File: config.mk
export PLATFORM = sky130hd
export DESIGN_NAME = nmlt_queue
export DESIGN_NICKNAME = d
export VERILOG_FILES = /design/src/hw/rtl/nmlt_pkg.sv /design/src/hw/rtl/nmlt_queue.sv
export SDC_FILE = /design/constraint.sdc
export NUM_CORES = 1
export LEC_CHECK = 0
export ABC_AREA = 1
export BUFFER_PORTS_ARGS = -buffer_cell sky130_fd_sc_hd__buf_2
export CAP_MARGIN = 10
export CORE_UTILIZATION = 50
export DETAILED_ROUTE_END_ITERATION = 6
export PLACE_DENSITY_LB_ADDON = 0.15
export SETUP_SLACK_MARGIN = 0.5
export SYNTH_ARGS = -nofsm -noshare
export SYNTH_HDL_FRONTEND = slang
export SYNTH_SLANG_ARGS = --single-unit
File: constraint.sdc
create_clock -name clk -period 5.9 [get_ports clk]
set_input_delay 0.59 -clock clk [delete_from_list [all_inputs] [get_ports clk]]
set_output_delay 0.59 -clock clk [all_outputs]
set_load 0.02 [all_outputs]
File: src/hw/rtl/nmlt_pkg.sv
`default_nettype none
// ----------------------------------------------------------------------------
// nmlt_pkg: shared types, constants and table functions
// Field widths, level-tracker constants, the control struct carried from the
// front part to the back part, and the quarter-wave sine/cosine generator.
// ----------------------------------------------------------------------------
package nmlt_pkg;

	localparam int OFFSET_W     = 21;
	localparam int PHASE_W      = 21;
	localparam int LEVEL_W      = 48;
	localparam int LEVEL_FRAC_W = 32;
	localparam int LEVEL_OUT_W  = 16;
	localparam int WEIGHT_W     = 16;
	localparam int COEF_W       = 16;
	localparam int COEF_FRAC_W  = 15;
	localparam int QUEUE_DEPTH  = 4;
	localparam int TAYLOR_TERMS = 8;

	localparam logic [WEIGHT_W-1:0] LEVEL_WEIGHT = 16'd42950;
	localparam logic [63:0]         TWO_PI_Q30   = 64'd6746518852;

	typedef struct packed {
		logic clear;
		logic rotate;
	} ctl_t;

	typedef enum logic [1:0] {
		QUAD_FIRST,
		QUAD_SECOND,
		QUAD_THIRD,
		QUAD_FOURTH
	} quad_t;

	// Clamp a Q30 value to [0, 1.0] and round half up to Q15, capped at 32767.
	function automatic logic [COEF_W-1:0] q30_to_q15(input longint v);
		longint t;
		t = v;
		if (t < 0) begin
			t = 0;
		end
		if (t > (longint'(1) <<< 30)) begin
			t = longint'(1) <<< 30;
		end
		t = (t + (longint'(1) <<< 14)) >>> 15;
		if (t > 32767) begin
			t = 32767;
		end
		return COEF_W'(t);
	endfunction

	// Shift-subtract unsigned quotient, floor(num / den); runs only while the
	// constant table is built.
	function automatic logic [63:0] udiv64(input logic [63:0] num,
		input logic [63:0] den);
		logic [63:0] quo;
		logic [64:0] rem;
		int          i;
		quo = '0;
		rem = '0;
		for (i = 63; i >= 0; i--) begin
			rem = {rem[63:0], num[i]};
			if (rem >= {1'b0, den}) begin
				rem    = rem - {1'b0, den};
				quo[i] = 1'b1;
			end
		end
		return quo;
	endfunction

	// First-quadrant cosine and sine for entry k of a 2^tb table, {cos, sin}.
	function automatic logic [2*COEF_W-1:0] quarter_entry(input int unsigned k,
		input int unsigned tb);
		logic [63:0] x;
		logic [63:0] x2;
		logic [63:0] ts;
		logic [63:0] tc;
		longint      ss;
		longint      sc;
		int unsigned n;
		x  = (TWO_PI_Q30 * 64'(k) + (64'd1 << (tb - 1))) >> tb;
		x2 = (x * x) >> 30;
		ts = x;
		tc = 64'd1 << 30;
		ss = longint'(x);
		sc = longint'(tc);
		for (n = 1; n <= TAYLOR_TERMS; n++) begin
			ts = udiv64((ts * x2) >> 30, 64'(2 * n) * 64'(2 * n + 1));
			tc = udiv64((tc * x2) >> 30, 64'(2 * n - 1) * 64'(2 * n));
			if (n[0]) begin
				ss = ss - longint'(ts);
				sc = sc - longint'(tc);
			end else begin
				ss = ss + longint'(ts);
				sc = sc + longint'(tc);
			end
		end
		return {q30_to_q15(sc), q30_to_q15(ss)};
	endfunction

endpackage
`default_nettype wire

File: src/hw/rtl/nmlt_queue.sv
`default_nettype none
// ----------------------------------------------------------------------------
// nmlt_queue: short FIFO between front and back
// Register-based queue that lets either side stall without stopping the other.
// ----------------------------------------------------------------------------
module nmlt_queue #(
	parameter int WIDTH = 56
) (
	input  wire logic             clk,
	input  wire logic             arst_n,
	input  wire logic             push,
	input  wire logic [WIDTH-1:0] push_data,
	input  wire logic             pop,
	output logic [WIDTH-1:0]      pop_data,
	output logic                  full,
	output logic                  empty
);
	import nmlt_pkg::*;

	localparam int PTR_W = $clog2(QUEUE_DEPTH);

	logic [WIDTH-1:0] mem [QUEUE_DEPTH];
	logic [PTR_W-1:0] wr_ptr_q;
	logic [PTR_W-1:0] rd_ptr_q;
	logic [PTR_W:0]   count_q;

	assign full     = count_q == (PTR_W + 1)'(QUEUE_DEPTH);
	assign empty    = count_q == '0;
	assign pop_data = mem[rd_ptr_q];

	always_ff @(posedge clk) begin
		if (push) begin
			mem[wr_ptr_q] <= push_data;
		end
	end

	always_ff @(posedge clk or negedge arst_n) begin
		if (!arst_n) begin
			wr_ptr_q <= '0;
			rd_ptr_q <= '0;
			count_q  <= '0;
		end else begin
			if (push) begin
				wr_ptr_q <= wr_ptr_q + 1'b1;
			end
			if (pop) begin
				rd_ptr_q <= rd_ptr_q + 1'b1;
			end
			if (push && !pop) begin
				count_q <= count_q + 1'b1;
			end else if (pop && !push) begin
				count_q <= count_q - 1'b1;
			end
		end
	end

endmodule
`default_nettype wire

### After elaboration in Yosys (flattened, before gate mapping)

Memory sizes are Yosys's and may differ from the RTL's.
Cells that the tools add are included.

* add/subtract/negate cells: 4
* eq/ne operators: 1
* multiplexer cells: 4
* reduce and logical (&&, ||, !) cells: 6

Operator list (number)
* $mux W3: 2
* $add A2 B1 Y2 const B: 2
* $add A3 B1 Y3 const B: 1
* $eq A3 B3 Y1 const B: 1
* $logic_not A3 Y1: 1
* $sub A3 B1 Y3 const B: 1
* $logic_and A1 B1 Y1: 2
* $logic_not A1 Y1: 2
* $mux W1: 2
* $reduce_bool A2 Y1: 1

* bits in registers: 7
* bits in writable memories: 224
* word-level logic and storage cells: 19
* memories kept: 1

Memories
* mem: words 4, width 56, rd ports 1, clocked after Yosys merged registers in 0, wr ports 1, RTL line nmlt_queue.sv:22 `logic [WIDTH-1:0] mem [QUEUE_DEPTH];`

### Longest topological paths before layout

* depth in word-level cells: 4
* mapped depth: 9
* mapped depth without buffers: 9

### Worst setup path before layout

OpenSTA, ideal clock, no wires.

* kind: input -> register
* start: in push
* end: mem mem[0][0] (enable)
* library setup time: 410 ps
* arrival: 1975 ps
* setup slack: 3515 ps
* stages on the path: 3
* buffers on the path: 1
* cells stage by stage: clkbuf_1 > nand2_1 > inv_1

* cells in the longest elaborated chain, start to end: 2

Ends and longest elaborated chain
* from (decl): RTL line nmlt_queue.sv:11 `input wire logic push,`
* $mux W1: RTL line nmlt_queue.sv:32 `if (push) begin`
* $mux W1 (not written as such): RTL line nmlt_queue.sv:33 `mem[wr_ptr_q] <= push_data;`
* to (decl): RTL line nmlt_queue.sv:22

No other way between the ends.

### Worst setup path in the final report

* start: reg rd_ptr_q[0]
* end: out pop_data[5]

* cells in the longest elaborated chain, start to end: 1

Ends and longest elaborated chain
* from (decl): RTL line nmlt_queue.sv:24 `logic [PTR_W-1:0] rd_ptr_q;`
* from (signal assigned): RTL line nmlt_queue.sv:47 `rd_ptr_q <= rd_ptr_q + 1'b1;`
* $mem_v2 Z4 W56
* to (decl): RTL line nmlt_queue.sv:14 `output logic [WIDTH-1:0] pop_data,`

No other way between the ends.

==> impl_metrics.py <==
metrics = {
    "cells_and_area": {
        "multiInputGateArea_um2": 1970,
        "area_growth_syn_to_layout_pct": 14.6,
        "regArea_um2": 6910,
        "fillCellCount": 1481,
        "nets": 883,
        "drive_gt1_frac": 0.274,
        "final_util": 0.587,
    },
    "cts": {
        "cts_root_buf": "clkbuf_16",
        "cts.path.max_buffers": 3,
        "path_clk_slew_ns": 0.06,
        "htreeDepth": 1,
        "cts_made_buffers": 25,
        "cts_tree": "yes",
        "clock_sinks": 231,
        "worstSkewPairLatency_ns": 0.51,
    },
    "die": {
        "rows": 50,
        "coreArea_um2": 18800,
        "fp.dieW_um": 141,
        "dieArea_um2": 19800,
        "die_y_um": 141,
        "start_util": 0.512,
        "ios": 118,
    },
    "power_and_ir_drop": {
        "comb_power_share": 0.364,
        "power_density_nw_per_um2": 523,
        "power_frac_seq": 0.400,
        "clkPwrFrac": 0.236,
        "power_leakage_uw": 0.00451,
        "swShare": 0.382,
        "intPower_uw": 3570,
        "p_switching_uw": 2210,
        "ir_worst_vdd_mv": 0.295,
    },
    "worst_setup_path": {
        "crit_family": "buffers and inverters",
        "crit_buf_inv": 2,
        "cp_max_fo": 84,
        "reg2reg_from": "wr_ptr_q[0]$_DFFE_PN0P_",
        "crit_top_cell": "nand2_1",
        "slowest_delay_ns": 0.85,
        "crit_path_cell_trace": "buf_4 -> nand2_1 -> o211ai_1 -> nand2_1 -> buf_2",
        "start_kind": "register",
        "r2r_end": "mem[0][40]$_DFFE_PP_",
        "crit_required_ns": 5.31,
        "cp-end-kind": "primary output",
        "r2r_slack_ns": 3.70,
        "path_depth": 5,
        "arrival_ns": 2.73,
        "r2r_cells": 5,
        "critical_path_class": "register to primary output",
        "cpMaxStageDelayCell": "dfrtp_4",
    },
    "yosys": {
        "seq_area_frac_synth": 0.716,
        "synth_xor_area_frac": 0.00363,
        "ys_ff_latch": 231,
        "synth_cells": 701,
        "ys_top_cells_by_area": "edfxtp_1, o211ai_2, nand2_1",
        "synth-edff-count": 224,
        "syn-num-nets": 767,
        "async_flop_share": 0.0303,
        "ys_warn_count": 0,
        "yosys.area_share.simple": 0.0727,
        "avgSynthCellArea_um2": 13.8,
        "synth_cell_types": 20,
        "synthMuxAreaShare": 0,
        "synth_top_flop_cell": "edfxtp_1",
        "synth.top_cell.area_share": 0.697,
        "syn-cell-area_um2": 9640,
        "synth_top_family_by_area": "compound AO/OA/AOI/OAI gates",
        "synth_fa_ha_area_frac": 0.00856,
        "synth_compound_area_frac": 0.119,
        "yosysTopAreaCell": "edfxtp_1",
        "synth.most_common_cell": "edfxtp_1",
        "synth_common_cells": "edfxtp_1, nand2_1, inv_1",
    },
    "global_routing": {
        "grt_pass1_vias": 5644,
        "antenna_found_initial": 2,
        "track_usage": 0.191,
        "grt_max_degree": 85,
        "overflow": 0,
        "grt_pass1_wl_um": 29000,
    },
    "sta": {
        "slew_headroom": 0.407,
        "setup_viol": 0,
        "setup_tns_ns": 0,
        "slew_violations": 0,
        "rsz0062_at_grt": "no",
        "max_freq_mhz": 301,
        "skew_ns": 0.00969,
        "worst_pin_slew_ns": 0.889,
        "fin_crit_ns": 3.32,
        "finalCritPeriodShare": 0.563,
        "hold_viol": 0,
    },
    "detailed_routing": {
        "via_per_inst": 5.02,
        "top_layer_used": "met5",
        "drt_wl_total_um": 18400,
        "wl_met1_um": 7600,
        "drt_iter0_markers": 234,
        "ant_nets": 0,
        "wl_per_cell_um": 16.8,
        "wl_met2_um": 9510,
        "drc": 0,
        "drtPass1Iterations": 4,
        "met3WireLength_um": 930,
        "dr_total_vias": 5502,
    },
    "worst_hold_path": {
        "min_path_type": "input pin to register",
        "hold_end": "mem[3][22]$_DFFE_PP_",
        "min_path_cells": 1,
        "worstHoldStart": "push_data[22]",
    },
    "placed_design": {
        "gp_congestion": 0.701,
        "place.port_buffers": 117,
        "dp_hpwl_um": 10600,
    },
    "job": {
        "maxCapViolCount": 0,
    },
    "run_status": {
        "outcome": "complete, no violations",
    },
}
worst max-delay path by stage:
stage / startpoint / endpoint / slack (ns)
finish: rd_ptr_q[0]$_DFFE_PN0P_ / pop_data[5] / 2.58
global route: rd_ptr_q[0]$_DFFE_PN0P_ / pop_data[9] / 2.37
CTS: rd_ptr_q[0]$_DFFE_PN0P_ / pop_data[5] / 2.55
detailed placement: rd_ptr_q[0]$_DFFE_PN0P_ / pop_data[44] / 3.11
floorplan: push / mem[0][0]$_DFFE_PP_ / 3.51
global placement: rd_ptr_q[0]$_DFFE_PN0P_ / pop_data[49] / 3.17
registers in the layout (all words and copies together), names as in the netlist:
register	flops
wr_ptr_q	2
rd_ptr_q	2
mem	224
count_q	3
cell usage in the layout, fill, tap and decap left out:
| master | netlist | final |
|---|---|---|
| buf_2 | 12 | 117 |
| buf_4 | 9 | 9 |
| clkbuf_1 | 2 | 4 |
| clkbuf_16 | 0 | 25 |
| clkinv_1 | 0 | 6 |
| clkinv_2 | 0 | 8 |
| clkinvlp_4 | 0 | 1 |
| dfrtp_1 | 7 | 5 |
| dfrtp_2 | 0 | 1 |
| dfrtp_4 | 0 | 1 |
| diode_2 | 0 | 1 |
| dlygate4sd3_1 | 0 | 1 |
| edfxtp_1 | 224 | 224 |
| fa_1 | 1 | 1 |
| ha_1 | 5 | 5 |
| inv_1 | 123 | 119 |
| inv_2 | 1 | 5 |
| inv_6 | 0 | 1 |
| nand2_1 | 181 | 181 |
| nand3_1 | 1 | 1 |
| nand4_1 | 1 | 1 |
| nor3_1 | 2 | 2 |
| o211ai_1 | 51 | 51 |
| o211ai_2 | 61 | 61 |
| o21ai_1 | 1 | 1 |
| xnor2_1 | 1 | 1 |
| xor2_1 | 3 | 3 |
stage by stage:
stage | instances | instance area, um2 | worst slack (ns) | power [uW] | hold WS [ns]
floorplan | 701 | 9640 | 3.51 | 3930 | 0.294
global placement | 1049 | 10300 | 3.17 | 4410 | 0.429
detailed placement | 1049 | 10300 | 3.11 | 4480 | 0.430
CTS | 1095 | 11000 | 2.55 | 5860 | 0.273
global route | 1095 | 11000 | 2.37 | 6110 | 0.272
finish | 1096 | 11100 | 2.58 | 5780 | 0.289
per-layer routing:
metal / GRT usage / up-vias
li1: - / 2666
met1: 0.229 / 2694
met2: 0.346 / 112
met3: 0.0387 / 28
met4: 0.0561 / 2
met5: 0 / -
worst reg2reg max path, cell delays in order, from the launching register on:
cell	delay, ns
dfrtp_1	0.43
inv_1	0.11
ha_1	0.17
nand2_1	0.07
inv_2	0.44
buf_4	0.59
kinds of logic (layout without fill, tap and decap cells):
kind of cell / Yosys count / after routing
buf+inv: 162 / 296
other cells: 0 / 1
simple gates: 185 / 185
fa+ha+maj: 6 / 6
xor+xnor: 4 / 4
compound gates: 113 / 113
flops: 231 / 231
repair_timing:
item | CTS | global route
resized for setup | 0 | 0
hold buffers | 1 | 0
setup endpoints to repair | 0 | 0
buffers inserted | 0 | 0
endpoints found under the hold margin | 7 | 0
power by group through the flow:
stage | clock network [uW] | registers, uW | logic (uW)
3_5_place_dp | 0 | 2350 | 2140
6_report | 1370 | 2310 | 2100
3_3_place_gp | 0 | 2330 | 2090
2_1_floorplan | 0 | 2270 | 1660
5_1_grt | 1460 | 2340 | 2300
4_1_cts | 1400 | 2310 | 2150
cell type report:
cell class | count | area share
Timing Repair Buffer | 127 | 0.0600
Multi-Input combinational cell | 308 | 0.178
Clock inverter | 16 | 0.00713
Clock buffer | 29 | 0.0580
Inverter | 124 | 0.0421
Tap cell | 260 | 0.0294
Antenna cell | 1 | 0.000226
Sequential cell | 231 | 0.625
Note: power is estimated with default switching activity, not from simulation.
