## src/hw/rtl/nmlt_pkg.sv

```systemverilog
`default_nettype none
// ----------------------------------------------------------------------------
// nmlt_pkg: shared types, constants and table functions
// Field widths, level-tracker constants, the control struct carried from the
// front part to the back part, and the quarter-wave sine/cosine generator.
// ----------------------------------------------------------------------------
package nmlt_pkg;

	localparam int OFFSET_W     = 21;
	localparam int PHASE_W      = 21;
	localparam int LEVEL_W      = 48;
	localparam int LEVEL_FRAC_W = 32;
	localparam int LEVEL_OUT_W  = 16;
	localparam int WEIGHT_W     = 16;
	localparam int COEF_W       = 16;
	localparam int COEF_FRAC_W  = 15;
	localparam int QUEUE_DEPTH  = 4;
	localparam int TAYLOR_TERMS = 8;

	localparam logic [WEIGHT_W-1:0] LEVEL_WEIGHT = 16'd42950;
	localparam logic [63:0]         TWO_PI_Q30   = 64'd6746518852;

	typedef struct packed {
		logic clear;
		logic rotate;
	} ctl_t;

	typedef enum logic [1:0] {
		QUAD_FIRST,
		QUAD_SECOND,
		QUAD_THIRD,
		QUAD_FOURTH
	} quad_t;

	// Clamp a Q30 value to [0, 1.0] and round half up to Q15, capped at 32767.
	function automatic logic [COEF_W-1:0] q30_to_q15(input longint v);
		longint t;
		t = v;
		if (t < 0) begin
			t = 0;
		end
		if (t > (longint'(1) <<< 30)) begin
			t = longint'(1) <<< 30;
		end
		t = (t + (longint'(1) <<< 14)) >>> 15;
		if (t > 32767) begin
			t = 32767;
		end
		return COEF_W'(t);
	endfunction

	// Shift-subtract unsigned quotient, floor(num / den); runs only while the
	// constant table is built.
	function automatic logic [63:0] udiv64(input logic [63:0] num,
		input logic [63:0] den);
		logic [63:0] quo;
		logic [64:0] rem;
		int          i;
		quo = '0;
		rem = '0;
		for (i = 63; i >= 0; i--) begin
			rem = {rem[63:0], num[i]};
			if (rem >= {1'b0, den}) begin
				rem    = rem - {1'b0, den};
				quo[i] = 1'b1;
			end
		end
		return quo;
	endfunction

	// First-quadrant cosine and sine for entry k of a 2^tb table, {cos, sin}.
	function automatic logic [2*COEF_W-1:0] quarter_entry(input int unsigned k,
		input int unsigned tb);
		logic [63:0] x;
		logic [63:0] x2;
		logic [63:0] ts;
		logic [63:0] tc;
		longint      ss;
		longint      sc;
		int unsigned n;
		x  = (TWO_PI_Q30 * 64'(k) + (64'd1 << (tb - 1))) >> tb;
		x2 = (x * x) >> 30;
		ts = x;
		tc = 64'd1 << 30;
		ss = longint'(x);
		sc = longint'(tc);
		for (n = 1; n <= TAYLOR_TERMS; n++) begin
			ts = udiv64((ts * x2) >> 30, 64'(2 * n) * 64'(2 * n + 1));
			tc = udiv64((tc * x2) >> 30, 64'(2 * n - 1) * 64'(2 * n));
			if (n[0]) begin
				ss = ss - longint'(ts);
				sc = sc - longint'(tc);
			end else begin
				ss = ss + longint'(ts);
				sc = sc + longint'(tc);
			end
		end
		return {q30_to_q15(sc), q30_to_q15(ss)};
	endfunction

endpackage
`default_nettype wire

```

## src/hw/rtl/nmlt_front.sv

```systemverilog
`default_nettype none
// ----------------------------------------------------------------------------
// nmlt_front: input side of the mixer
// Accepts samples, flags rotation and clear, and reduces the frequency offset
// to a forward phase step in [0, RATE) before handing items to the queue.
// ----------------------------------------------------------------------------
module nmlt_front #(
	parameter int SAMPLE_WIDTH = 16,
	parameter int RATE         = 2048000
) (
	input  wire logic                              clk,
	input  wire logic                              arst_n,
	input  wire logic                              in_valid,
	output logic                                   in_ready,
	input  wire logic [SAMPLE_WIDTH-1:0]           in_re,
	input  wire logic [SAMPLE_WIDTH-1:0]           in_im,
	input  wire logic [nmlt_pkg::OFFSET_W-1:0]     in_offset,
	input  wire logic                              in_clear,
	input  wire logic                              q_full,
	output logic                                   push,
	output logic [2*SAMPLE_WIDTH+nmlt_pkg::PHASE_W+$bits(nmlt_pkg::ctl_t)-1:0] push_data
);
	import nmlt_pkg::*;

	localparam int QW = 2 * SAMPLE_WIDTH + PHASE_W + $bits(ctl_t);
	localparam logic [63:0] OFF_M = (64'd1 << PHASE_W) / 64'(RATE);
	localparam int OFF_M_W = $clog2(OFF_M + 64'd1);
	localparam int OFF_P_W = OFFSET_W + OFF_M_W;
	localparam int QR_W    = OFF_M_W + PHASE_W;
	localparam int R_W     = PHASE_W + 1;
	localparam logic [R_W-1:0] RATE_R  = R_W'(RATE);
	localparam logic [R_W-1:0] RATE2_R = R_W'(2 * RATE);

	logic                    adv;
	logic                    vld_s1, vld_s2, vld_s3, vld_s4;
	logic [SAMPLE_WIDTH-1:0] re_s1, re_s2, re_s3, re_s4;
	logic [SAMPLE_WIDTH-1:0] im_s1, im_s2, im_s3, im_s4;
	ctl_t                    ctl_in, ctl_s1, ctl_s2, ctl_s3, ctl_s4;
	logic                    neg_s1, neg_s2, neg_s3, neg_s4;
	logic [OFFSET_W-1:0]     abs_in, abs_s1, abs_s2, abs_s3;
	logic [OFF_P_W-1:0]      prod_s2;
	logic [QR_W-1:0]         qr_s3;
	logic [R_W-1:0]          rraw_s4;
	logic                    ge;
	logic [R_W-1:0]          red;
	logic [R_W-1:0]          up_mod;
	logic [PHASE_W-1:0]      step;

	// Whole front moves together; hold while the last stage cannot push.
	assign adv      = !vld_s4 || !q_full;
	assign in_ready = adv;
	assign push     = vld_s4 && adv;

	assign ctl_in.clear  = in_clear;
	assign ctl_in.rotate = |in_offset;
	assign abs_in = in_offset[OFFSET_W-1] ? OFFSET_W'(-in_offset) : in_offset;

	always_ff @(posedge clk or negedge arst_n) begin
		if (!arst_n) begin
			vld_s1 <= 1'b0;
			vld_s2 <= 1'b0;
			vld_s3 <= 1'b0;
			vld_s4 <= 1'b0;
		end else if (adv) begin
			vld_s1 <= in_valid;
			vld_s2 <= vld_s1;
			vld_s3 <= vld_s2;
			vld_s4 <= vld_s3;
		end
	end

	always_ff @(posedge clk) begin
		if (adv) begin
			re_s1  <= in_re;
			im_s1  <= in_im;
			ctl_s1 <= ctl_in;
			neg_s1 <= in_offset[OFFSET_W-1];
			abs_s1 <= abs_in;

			// Quotient estimate by reciprocal, low by at most one.
			re_s2   <= re_s1;
			im_s2   <= im_s1;
			ctl_s2  <= ctl_s1;
			neg_s2  <= neg_s1;
			abs_s2  <= abs_s1;
			prod_s2 <= OFF_P_W'(abs_s1) * OFF_P_W'(OFF_M[OFF_M_W-1:0]);

			re_s3  <= re_s2;
			im_s3  <= im_s2;
			ctl_s3 <= ctl_s2;
			neg_s3 <= neg_s2;
			abs_s3 <= abs_s2;
			qr_s3  <= QR_W'(prod_s2[OFF_P_W-1:PHASE_W]) * QR_W'(RATE);

			re_s4   <= re_s3;
			im_s4   <= im_s3;
			ctl_s4  <= ctl_s3;
			neg_s4  <= neg_s3;
			rraw_s4 <= R_W'(QR_W'(abs_s3) - qr_s3);
		end
	end

	// Remainder is below 2*RATE: one conditional subtract finishes it. A positive
	// offset steps backward, so turn it into the forward step RATE - r.
	always_comb begin
		ge     = rraw_s4 >= RATE_R;
		red    = ge ? rraw_s4 - RATE_R : rraw_s4;
		up_mod = ge ? RATE2_R - rraw_s4 : RATE_R - rraw_s4;
		if (neg_s4) begin
			step = red[PHASE_W-1:0];
		end else if (red == '0) begin
			step = '0;
		end else begin
			step = up_mod[PHASE_W-1:0];
		end
	end

	assign push_data = QW'({ctl_s4, step, im_s4, re_s4});

endmodule
`default_nettype wire

```

## config.mk

```make
export PLATFORM = sky130hd
export DESIGN_NAME = nmlt_front
export DESIGN_NICKNAME = d
export VERILOG_FILES = /design/src/hw/rtl/nmlt_pkg.sv /design/src/hw/rtl/nmlt_front.sv
export SDC_FILE = /design/constraint.sdc
export NUM_CORES = 1
export LEC_CHECK = 0
export ABC_CLOCK_PERIOD_IN_PS = 8400
export BUFFER_PORTS_ARGS = -buffer_cell sky130_fd_sc_hd__buf_2
export CORE_MARGIN = 2
export CORE_UTILIZATION = 55
export CTS_BUF_LIST = sky130_fd_sc_hd__clkbuf_4 sky130_fd_sc_hd__clkbuf_8
export DETAILED_ROUTE_END_ITERATION = 16
export PLACE_DENSITY = 0.77
export SYNTH_ARGS = -nofsm -noshare
export SYNTH_HDL_FRONTEND = slang
export SYNTH_SLANG_ARGS = --single-unit
```

## constraint.sdc

```tcl
create_clock -name clk -period 8.4 [get_ports clk]
set_input_delay 0.42 -clock clk [delete_from_list [all_inputs] [get_ports clk]]
set_output_delay 0.42 -clock clk [all_outputs]
set_load 0.02 [all_outputs]
```

# After elaboration in Yosys (flattened, before gate mapping)
# Index checks and enable logic that the tools add are counted.
dict set report classes {
  addsub 4
  magnitude_cmp 1
  n_mux 5
  n_reduce_logical 6
}
# op n
set ops {}
lappend ops {{$mux W21} 3}
lappend ops {{$sub A21 B21 Y21 const A} 2}
lappend ops {{$logic_not A22 Y1} 1}
lappend ops {{$mux W22} 1}
lappend ops {{$sub A21 B21 Y22 const B} 1}
lappend ops {{$ge A21 B21 Y1 const B} 1}
lappend ops {{$neg A21 Y21} 1}
lappend ops {{$reduce_or A21 Y1} 1}
lappend ops {{$mux W20} 1}
lappend ops {{$logic_not A1 Y1} 2}
lappend ops {{$logic_and A1 B1 Y1} 1}
lappend ops {{$logic_or A1 B1 Y1} 1}
dict set report totals {
  register_bits 228
  inputBits 58
  out_inout_bits 57
  elab_cells 45
}

# Depth between registers and ports, before layout
# Gate-level depths: netlist of the first run.
dict set report depth {
  ltp_word 5
  mapped_depth 12
  ltp_nobuf 12
}

# Least setup slack after synthesis of the first run
# No wires, ideal clock.
dict set report synth_timing {
  path_type {in2reg}
  from {input port q_full}
  to {register vld_s1}
  setup_time_ps 91
  t_arrival_ps 6132
  t_required_ps 8309
  path_slack_ps 2177
  path_stages 2
  path_buffers 0
  path_cell_list {nand2_1 mux2_2}
}
dict set report synth_between {
  elab_chain_len 2
}
# element line_no
set synth_rtl {}
lappend synth_rtl {{start: declaration} nmlt_front.sv:19} ;# input wire logic q_full,
lappend synth_rtl {{$logic_not A1 Y1} nmlt_front.sv:50} ;# assign adv = !vld_s4 || !q_full;
lappend synth_rtl {{$logic_or A1 B1 Y1} nmlt_front.sv:50}
lappend synth_rtl {{end signal: assignment} nmlt_front.sv:65} ;# vld_s1 <= in_valid;
lappend synth_rtl {{end: declaration} nmlt_front.sv:35} ;# logic vld_s1, vld_s2, vld_s3, vld_s4;
# No other way between the ends.
# A chain may end at the register's enable or synchronous reset.

# Worst setup path in the final report of the first run
dict set report layout_timing {
  from {register rraw_s4[6]}
  to {output port push_data[50] (netlist bit)}
}
dict set report layout_between {
  elab_chain_len 5
  word_cells_on_any_way 9
  cone_classes {3 x add/sub; 1 x order compare; 4 x mux; 1 x reduce/logical}
}
# element line_no
set layout_rtl {}
lappend layout_rtl {{start: declaration} nmlt_front.sv:43} ;# logic [R_W-1:0] rraw_s4;
lappend layout_rtl {{start signal: assignment} nmlt_front.sv:99} ;# rraw_s4 <= R_W'(QR_W'(abs_s3) - qr_s3);
lappend layout_rtl {{$sub A21 B21 Y22 / $ge A21 B21 Y1 (equally long branches)} {nmlt_front.sv:107, nmlt_front.sv:106}}
lappend layout_rtl {{$mux W22} nmlt_front.sv:107} ;# red = ge ? rraw_s4 - RATE_R : rraw_s4;
lappend layout_rtl {{$logic_not A22 Y1} nmlt_front.sv:111} ;# end else if (red == '0) begin
lappend layout_rtl {{$mux W21} nmlt_front.sv:111}
lappend layout_rtl {{$mux W21 (*)} nmlt_front.sv:109} ;# if (neg_s4) begin
lappend layout_rtl {{end: declaration} nmlt_front.sv:21} ;# output logic [2*SAMPLE_WIDTH+nmlt_pkg::PHASE_W+$bits(nmlt_pkg::ctl_t)-1:0] push_data
# Mark *: on every way between the ends. The rest lies on a longest branch, timed or not.

==> metrics.txt, run 1 <==
largest net degree at the start of global routing=96; clock-pin slew on the worst setup and hold paths=0.06 ns; Area Growth Syn to Fin=18.3%; Port Buf Inserts=about 110; max_cap viols=0; CP required=7.98 ns; CP Capture Type=output port; vias per inst=about 5.2; hold crit path type=primary input to flip-flop; Routed Antenna Nets=0; root buffer cell=clkbuf_8; CP Data Arrival Time=approximately 3.8 ns; # diodes=0; crit path launch type=flip-flop; Top Ports=approximately 120; drt pass-1 iters=5; IR drop worst, VDD=0.294 mV; pre-CTS setup slack=4.72 ns; Post-Syn Area per Cell=approximately 20 sq um; Post-CTS Setup Inserts=0; Sw Ratio=0.283; Final Hold Viols=0; ys async rst share=0.0175; # rows=44; Clock Power Share=0.261; internal power=2350 uW; htree depth=2; Non-Filler Instances=about 770; Placed Area=8870 sq um; Synth Instances=slightly above 400; Post-synth EDFFs=between 200 and 250; Seq pwr share=0.553; antenna violations before repair=0; die height=around 130 um; RSZ-0062 raised after global routing=false; most common cell after layout, fill and taps aside=edfxtp_1; Yosys warning count=0; FF+latch count, synth=around 230; TritonCTS Sinks=~230; register area share after synthesis=0.845; Detailed Route WL=roughly 12000 um; Placed Cells=706; Total Routing Usage GR=0.155; Period minus WS final=~4.2 ns; Final Cycle Share=0.498; Net Switching=approximately 900 uW; Finished Cell Area=about 9600 sq um; share of the synthesized area in the top cell type=0.833; first-pass GRT wire length=a little under 20000 um; layout cells sized above 1=0.316; most frequent cells in the layout=224 x edfxtp_1, 114 x buf_2, 36 x clkbuf_8; number of distinct library cells after synthesis=between 40 and 50; Setup-failing EPs final=0; setup tns final=0 ns; DR DRC count=0; Vias=roughly 4k; Core ar.=around 14000 sq um; crit-path max FO=8; Pwr Density=between 300 and 400 nW/um^2; CTS tree=yes; clock buffer depth=3; synthesized cell area=between 8000 and 9000 sq um; Slew Viols, Final=0; Initial Utilization=0.560; status=finished, final reports clean; Max Freq=between 0.2 and 0.25 GHz; final setup margin=roughly 4.2 ns; Die ar.=approximately 16000 sq um; Synth Flop Type=edfxtp_1; Clock Skew=between 0.02 and 0.025 ns; final-stage net count=approximately 620; Comb pwr share=0.186; crit path kind=flip-flop to output port; Worst Max-Slew Pin Slew=1.10 ns; drt wl/cell=between 15 and 20 um; global placement routability congestion=around 0.79; relative slew slack=0.265; detailed placer's ending HPWL=roughly 7600 um; leakage power=0.00354 uW; post-synth top area cell=edfxtp_1; grt ovf=0; synth top area cells=edfxtp_1 83%, xnor2_1 2.3%, dfrtp_1 1.2%, o31ai_1 1.2%, o21ai_0 1.2%; number of global-route vias before repair=~4.0k; syn nets=475; DRC marker count from the first detailed-route iteration=270; Die X=125 um; worst-skew pair later-pin latency=0.50 ns; Num CTS Buffers=36
==> cells in the mapped netlist, drive strengths merged, types with 3 or more instances <==
master / number
mux2: 3
nor4: 3
o41ai: 3
nor3: 5
nand3: 3
nand2b: 3
nor2: 14
edfxtp: 224
a22o: 3
or4: 9
a21oi: 9
a21o: 5
o21ai: 19
nor2b: 3
inv: 8
dfrtp: 4
clkbuf: 5
o31ai: 13
xor2: 6
ha: 5
nand2: 19
xnor2: 21
or3: 5
==> cells by family (layout without fill, tap and decap cells) <==
kind of cell / after synthesis / in the layout / share of synthesized area
flip-flops: 228 / 228 / 0.845
AO/OA/AOI/OAI: 62 / 62 / 0.0527
adder cells (fa/ha/maj): 6 / 6 / 0.00898
multiplexers: 3 / 3 / 0.00418
buffers and inverters: 15 / 188 / 0.00852
AND/OR/NAND/NOR: 71 / 71 / 0.0514
XOR/XNOR: 27 / 27 / 0.0293
==> per-layer routing <==
| layer | track usage | wire length, um |
|---|---|---|
| met1 | 0.208 | 5120 |
| met2 | 0.239 | 5690 |
| met3 | 0.0411 | 705 |
| met4 | 0.0810 | 395 |
| met5 | 0 | 0 |
==> power groups by stage <==
stage | clock (uW) | sequential (uW) | combinational [uW]
detailed placement | 0 | 1840 | 611
global placement | 0 | 1810 | 600
finish | 856 | 1820 | 609
CTS | 886 | 1820 | 613
global route | 943 | 1850 | 662
floorplan | 0 | 1930 | 350
==> path summary, 6_finish.rpt <==
check,end,cells after the start,start,slack [ns]
hold reg to reg,ctl_s3[0]$_DFFE_PP_,0,ctl_s2[0]$_DFFE_PP_,0.40
hold / removal,im_s1[10]$_DFFE_PP_,1,in_im[10],0.09
max in group asynchronous,vld_s2$_DFFE_PN0P_,2,arst_n,8.01
setup reg to reg,abs_s3[18]$_DFFE_PP_,2,vld_s4$_DFFE_PN0P_,5.89
setup / recovery,push_data[50],11,rraw_s4[6]$_DFFE_PP_,4.22
min in group asynchronous,vld_s3$_DFFE_PN0P_,2,arst_n,0.27
==> registers in the layout (all words and copies together), names as in the netlist, 21 cells and up <==
name,cells
abs_s2,21
rraw_s4,21
abs_s3,21
abs_s1,21
==> critical path: stages (launching register included) <==
cell      delay (ns)
edfxtp_1        0.48
or4_4           0.60
nor4_4          0.54
a31oi_4         0.22
clkinv_4        0.11
ha_1            0.25
a21o_1          0.18
a31o_2          0.24
a21oi_1         0.19
a21oi_1         0.09
o21ba_1         0.23
buf_2           0.16
==> final cells by class <==
cell class | instances | area (sq um)
clock inverter | 16 | 105
timing repair buffer | 117 | 596
fill | 976 | 4870
clock buffer | 46 | 571
inverter | 9 | 38.8
sequential | 228 | 6830
tap | 184 | 230
multi-input combinational | 169 | 1190
==> per-stage QoR <==
step / total power [uW] / util / hold WS (ns)
global placement: 2410 / 0.615 / 0.223
floorplan: 2280 / - / 0.124
global route: 3460 / 0.663 / 0.0586
finish: 3280 / 0.663 / 0.0936
detailed placement: 2450 / 0.615 / 0.230
CTS: 3320 / 0.663 / 0.0535
==> repair_timing <==
item / in CTS / in global routing
hold buffers: 1 / 0
gates resized for setup: 0 / 0
hold endpoints to repair: 4 / 0
Note: power is estimated with default switching activity, not from simulation.
==> inputs of run 2 (changes only) <==
ABC_AREA = 1   (was default)
ABC_CLOCK_PERIOD_IN_PS = 3900   (was 8400)
clock period = 3.9 ns   (was 8.4 ns; I/O delays follow)
==> metrics.txt, run 2 <==
status=finished, final reports clean; Post-synth EDFFs=between 200 and 250; antenna violations before repair=0; cell with the most instances after synthesis=edfxtp_1; clock-pin slew on the worst setup and hold paths=roughly 0.050 ns; Tot Pwr=approximately 7500 uW; clock buffer depth=3; Vias=4384; drt pass-1 iters=7; internal power=5300 uW; ys async rst share=0.0175; detailed placer's ending HPWL=about 8000 um; synth top area cells=edfxtp_1 82%, nand2_1 2.8%, xor2_1 2.5%, nor2_1 2.1%, inv_1 1.7%; worst r2r src=vld_s4$_DFFE_PN0P_; Worst Max-Slew Pin Slew=around 0.74 ns; CP Capture Type=output port; number of global-route vias before repair=approximately 4.5k; Routed Antenna Nets=0; largest net degree at the start of global routing=approximately 100; number of distinct library cells after synthesis=29; Period minus WS final=about 3.3 ns; crit path launch type=flip-flop; FF+latch count, synth=228; syn nets=about 550; post-synth top area cell=edfxtp_1; synthesized cell area=just over 8000 sq um; Port Buf Inserts=around 110; fillcell total=948; Clock Power Share=0.258; first-pass GRT wire length=21400 um; Clock Skew=around 0.013 ns; layout cells sized above 1=0.266; Slew Viols, Final=0; reg-to-reg endpoint=im_s3[6]$_DFFE_PP_; final setup margin=approximately 0.65 ns; Pwr Density=between 700 and 800 nW/um^2; Final Cycle Share=0.834; Top Ports=approximately 120; Detailed Route WL=approximately 13000 um; worst reg2reg path depth=2; TritonCTS Sinks=~230; Total Routing Usage GR=0.169; top post-synthesis cells by count=224 x edfxtp_1, 60 x nand2_1, 46 x nor2_1; Area Growth Syn to Fin=22.9%; Post-CTS Setup Inserts=0; Num CTS Buffers=35; drt wl/cell=between 15 and 20 um; hold crit path type=primary input to async pin; CTS tree=yes; CP required=between 3 and 4 ns; CP Data Arrival Time=between 3 and 4 ns; Yosys warning count=0; Comb pwr share=0.209; leakage power=0.00397 uW; share of the synthesized area in the top cell type=0.822; most frequent cells in the layout=224 x edfxtp_1, 114 x buf_2, 59 x nand2_1; Post-Syn Area per Cell=about 17 sq um; setup tns final=0 ns; root buffer cell=clkbuf_8; Seq pwr share=0.532; Final Hold Viols=0; Max Freq=~0.3 GHz; crit-path max FO=7; register area share after synthesis=0.834; global placement routability congestion=about 0.84; DR DRC count=0; Synth Flop Type=edfxtp_1; die height=about 130 um; crit path kind=flip-flop to output port; final-stage net count=~740; htree depth=2; RSZ-0062 raised after global routing=false; IR drop worst, VDD=about 0.6 mV; most common cell after layout, fill and taps aside=edfxtp_1; Net Switching=2190 uW; relative slew slack=0.510; Die ar.=approximately 16000 sq um; R2R Setup Slk=1.99 ns; max_cap viols=0; worst-skew pair later-pin latency=0.49 ns; pre-CTS setup slack=between 1 and 1.5 ns; Die X=between 100 and 150 um; Core ar.=around 15000 sq um; vias per inst=5.00; Synth Instances=about 490; # diodes=0; Sw Ratio=0.293; Setup-failing EPs final=0; # rows=44; grt ovf=0; DRC marker count from the first detailed-route iteration=408; Initial Utilization=0.563
==> run 2: changes by cell type after synthesis, sizes merged, moves of 6 or more <==
cell,change
nand2,+45
nor2,+35
inv,+28
nand3,+19
xor2,+17
xnor2,-12
o31ai,-10
or4,-9
o21ai,-6
==> run 2: per-stage QoR <==
stage	instance area, sq um	hold WS (ns)	utilization	cells
2_1_floorplan	8190	-0.101	-	488
3_3_place_gp	9010	-0.00195	0.620	784
3_5_place_dp	9010	0.00446	0.620	784
4_1_cts	10100	0.00732	0.692	877
5_1_grt	10100	0.0242	0.692	877
6_report	10100	0.0387	0.692	877
==> run 2: how the worst max path moves through the flow <==
stage | start | end | slack (ns) | cells past startpoint
CTS | rraw_s4[0]$_DFFE_PP_ | push_data[52] | 0.68 | 17
global route | rraw_s4[0]$_DFFE_PP_ | push_data[52] | 0.36 | 17
global placement | rraw_s4[0]$_DFFE_PP_ | push_data[52] | 1.37 | 17
detailed placement | rraw_s4[1]$_DFFE_PP_ | push_data[52] | 1.22 | 17
floorplan | vld_s4$_DFFE_PN0P_ | vld_s1$_DFFE_PN0P_ | 0.14 | 2
finish | rraw_s4[0]$_DFFE_PP_ | push_data[52] | 0.65 | 17
==> run 2: final cells by class <==
class / count / area [sq um] / share of cell area
sequential: 228 / 6830 / 0.678
multi-input combinational: 220 / 1220 / 0.122
timing repair buffer: 152 / 958 / 0.0952
clock buffer: 50 / 601 / 0.0597
tap: 184 / 230 / 0.0229
inverter: 36 / 135 / 0.0134
clock inverter: 7 / 87.6 / 0.00870
==> run 2: cells by family after synthesis <==
| logic type | count (synthesis) | synth area share |
|---|---|---|
| xor+xnor | 32 | 0.0342 |
| flops | 228 | 0.834 |
| fa+ha+maj | 5 | 0.00764 |
| mux | 2 | 0.00275 |
| simple gates | 153 | 0.0842 |
| buf+inv | 40 | 0.0185 |
| compound gates | 28 | 0.0188 |
==> run 2: critical path, stage by stage (launching register included) <==
cell and delay, ns:
edfxtp_1 0.38, inv_1 0.11, ha_1 0.19, nand2_1 0.09
nor2_2 0.21, nand2_1 0.09, nand2_2 0.13, nand2_4 0.09
inv_1 0.09, ha_1 0.26, nand4_1 0.10, nand2_1 0.07
a21oi_1 0.27, nand3_1 0.11, nand2_1 0.09, nand3_1 0.08
nand2_1 0.07, buf_2 0.16
==> run 2: power by group through the flow <==
stage	Combinational, uW	Clock, uW	Sequential (uW)
2_1_floorplan	891	0	4170
3_3_place_gp	1510	0	3980
3_5_place_dp	1540	0	4030
4_1_cts	1580	1970	3990
5_1_grt	1710	2090	4070
6_report	1570	1940	3990
==> run 2: repair_timing <==
action | in CTS | in global routing
hold endpoints to repair | 39 | 0
gates resized for setup | 0 | 0
hold buffers | 36 | 0
setup endpoints to repair | 0 | 0
==> run 2: metal layers <==
layer | GRT usage | vias up | wire [um]
met4 | 0.0698 | 0 | 284
met2 | 0.292 | 158 | 6970
met1 | 0.201 | 2064 | 5240
met5 | 0 | - | 0
li1 | - | 2133 | -
met3 | 0.0467 | 29 | 827
==> inputs of run 3 (changes only) <==
ABC_CLOCK_PERIOD_IN_PS = 3200   (was 3900)
clock period = 3.2 ns   (was 3.9 ns; I/O delays follow)
==> metrics.txt, run 3 (synthesized netlist as in run 2, its figures left out) <==
status=finished, final reports clean; setup tns final=0 ns; Register Area=slightly below 7000 sq um; Die ar.=15900 sq um; Die X=126 um; final-stage net count=between 700 and 800; crit path kind=flip-flop to output port; drt pass-1 iters=4; hold crit path type=primary input to flip-flop; most common cell after layout, fill and taps aside=edfxtp_1; detailed placer's ending HPWL=roughly 7900 um; most frequent cells in the layout=224 x edfxtp_1, 112 x buf_2, 58 x nand2_1; internal power=roughly 6200 uW; Slew Viols, Final=0; Net Switching=2720 uW; relative slew slack=0.449; Final Cycle Share=0.938; CP required=3.04 ns; Multi-input gate area=approximately 1200 sq um; largest net degree at the start of global routing=between 100 and 150; CP Launch Point=rraw_s4[1]$_DFFE_PP_; CTS tree=yes; die height=between 100 and 150 um; Total Routing Usage GR=0.169; CP Data Arrival Time=about 2.8 ns; hold_sp=in_offset[13]; Clock Skew=approximately 0.019 ns; Routed Antenna Nets=0; IR drop worst, VDD=around 0.68 mV; met1 wire length=around 5400 um; first-pass GRT wire length=approximately 21000 um; crit path launch type=flip-flop; clock-pin slew on the worst setup and hold paths=0.06 ns; R2R Setup Slk=around 1.4 ns; Worst Max-Slew Pin Slew=~0.83 ns; Port Buf Inserts=114; drt wl/cell=15.0 um; worst r2r src=vld_s4$_DFFE_PN0P_; layout cells sized above 1=0.260; max_cap viols=0; DRC marker count from the first detailed-route iteration=about 350; Hold EP=abs_s1[13]$_DFFE_PP_; grt ovf=0; Top Ports=roughly 120; worst reg2reg path depth=2; Num CTS Buffers=35; number of global-route vias before repair=~4.6k; htree depth=2; Sw Ratio=0.305; clock buffer depth=3; TritonCTS Sinks=~230; root buffer cell=clkbuf_8; Seq pwr share=0.547; reg-to-reg endpoint=abs_s3[1]$_DFFE_PP_; Area Growth Syn to Fin=23.8%; worst-skew pair later-pin latency=0.50 ns; fillcell total=around 950; antenna violations before repair=1; Period minus WS final=3.00 ns; Initial Utilization=0.563; crit-path max FO=7; Vias=between 4k and 5k; Detailed Route WL=about 13000 um; # rows=44; Hold Path Cell Cnt=2; Placed Cells=between 700 and 800; Clock Power Share=0.232; WL met2=between 6000 and 7000 um; Final Util=0.697; metal3 WL=874 um; Final Hold Viols=0; CP Capture Type=output port; Non-Filler Instances=a little under 900; Setup-failing EPs final=0; Max Freq=0.333 GHz; Pwr Density=approximately 880 nW/um^2; leakage power=between 0.003 and 0.004 uW; vias per inst=~5; Comb pwr share=0.221; Core ar.=between 10000 and 15000 sq um; DR DRC count=0; global placement routability congestion=approximately 0.83; Top Metal Used=met4
[run 3: cell types whose count changed in the layout (fill, tap and decap cells not counted), moves of 2 or more]
cell / previous run / this run
clkinv_1: 3 / 13
clkbuf_4: 14 / 3
dlygate4sd3_1: 36 / 45
buf_2: 114 / 112
inv_2: 0 / 2
clkinv_2: 0 / 2
bufinv_16: 2 / 0
buf_4: 1 / 6
inv_1: 36 / 34
[run 3: what timing repair did]
| item | in CTS | in global routing |
|---|---|---|
| setup buffers | 0 | 4 |
| endpoints found under the setup margin | 0 | 14 |
| resized for setup | 0 | 10 |
| hold buffers | 43 | 2 |
| hold endpoints to repair | 46 | 2 |
[run 3: worst max-delay path, cell delays in order (launching register included)]
cell and delay, ns:
edfxtp_1 0.40, inv_2 0.08, ha_2 0.17, nand2_1 0.11, nor2_4 0.15, nand2_1 0.09, nand2_2 0.12, nand2_4 0.09
inv_1 0.07, ha_1 0.24, nand4_1 0.13, nand2_2 0.08, a21oi_4 0.18, nand3_1 0.09, nand2_1 0.07, nand3_1 0.08
nand2_1 0.07, buf_4 0.13
[run 3: power groups by stage]
| stage | sequential (uW) | combinational, uW | clock [uW] |
|---|---|---|---|
| 6_report | 4880 | 1970 | 2070 |
| 5_1_grt | 4980 | 2140 | 2280 |
| 4_1_cts | 4860 | 1930 | 2100 |
| 3_5_place_dp | 4910 | 1890 | 0 |
| 3_3_place_gp | 4850 | 1850 | 0 |
| 2_1_floorplan | 5030 | 1090 | 0 |
[run 3: stage by stage]
stage	setup slack, ns	hold slack, ns	power [uW]	area [sq um]
after floorplan	0.651	-0.136	6120	8190
after global routing	-0.0115	0.00235	9400	10100
after CTS	0.0312	0.000716	8890	10100
after global placement	0.709	-0.0376	6700	9030
after detailed placement	0.566	-0.0310	6800	9030
final	0.199	0.0201	8920	10100
[run 3: cell type report]
type	count	share of cell area
diodes	1	0.000247
clock buffers	38	0.0498
clock inverters	18	0.00901
inverters	36	0.0133
multi-input cells	220	0.123
flip-flops and latches	228	0.674
well taps	184	0.0227
repair buffers	165	0.108
[run 3: worst max-delay path by stage]
stage                    endpoint  cells past startpoint  slack [ns]
2_1_floorplan  vld_s1$_DFFE_PN0P_                      2        0.65
3_3_place_gp        push_data[52]                     17        0.71
3_5_place_dp        push_data[52]                     17        0.57
4_1_cts             push_data[52]                     17        0.03
5_1_grt             push_data[50]                     17       -0.01
6_report            push_data[52]                     17        0.20
[run 3: routing by layer]
layer / global-route usage / vias to the layer above
li1: - / 2166
met1: 0.200 / 2075
met2: 0.288 / 172
met3: 0.0506 / 34
met4: 0.0756 / 0
met5: 0 / -
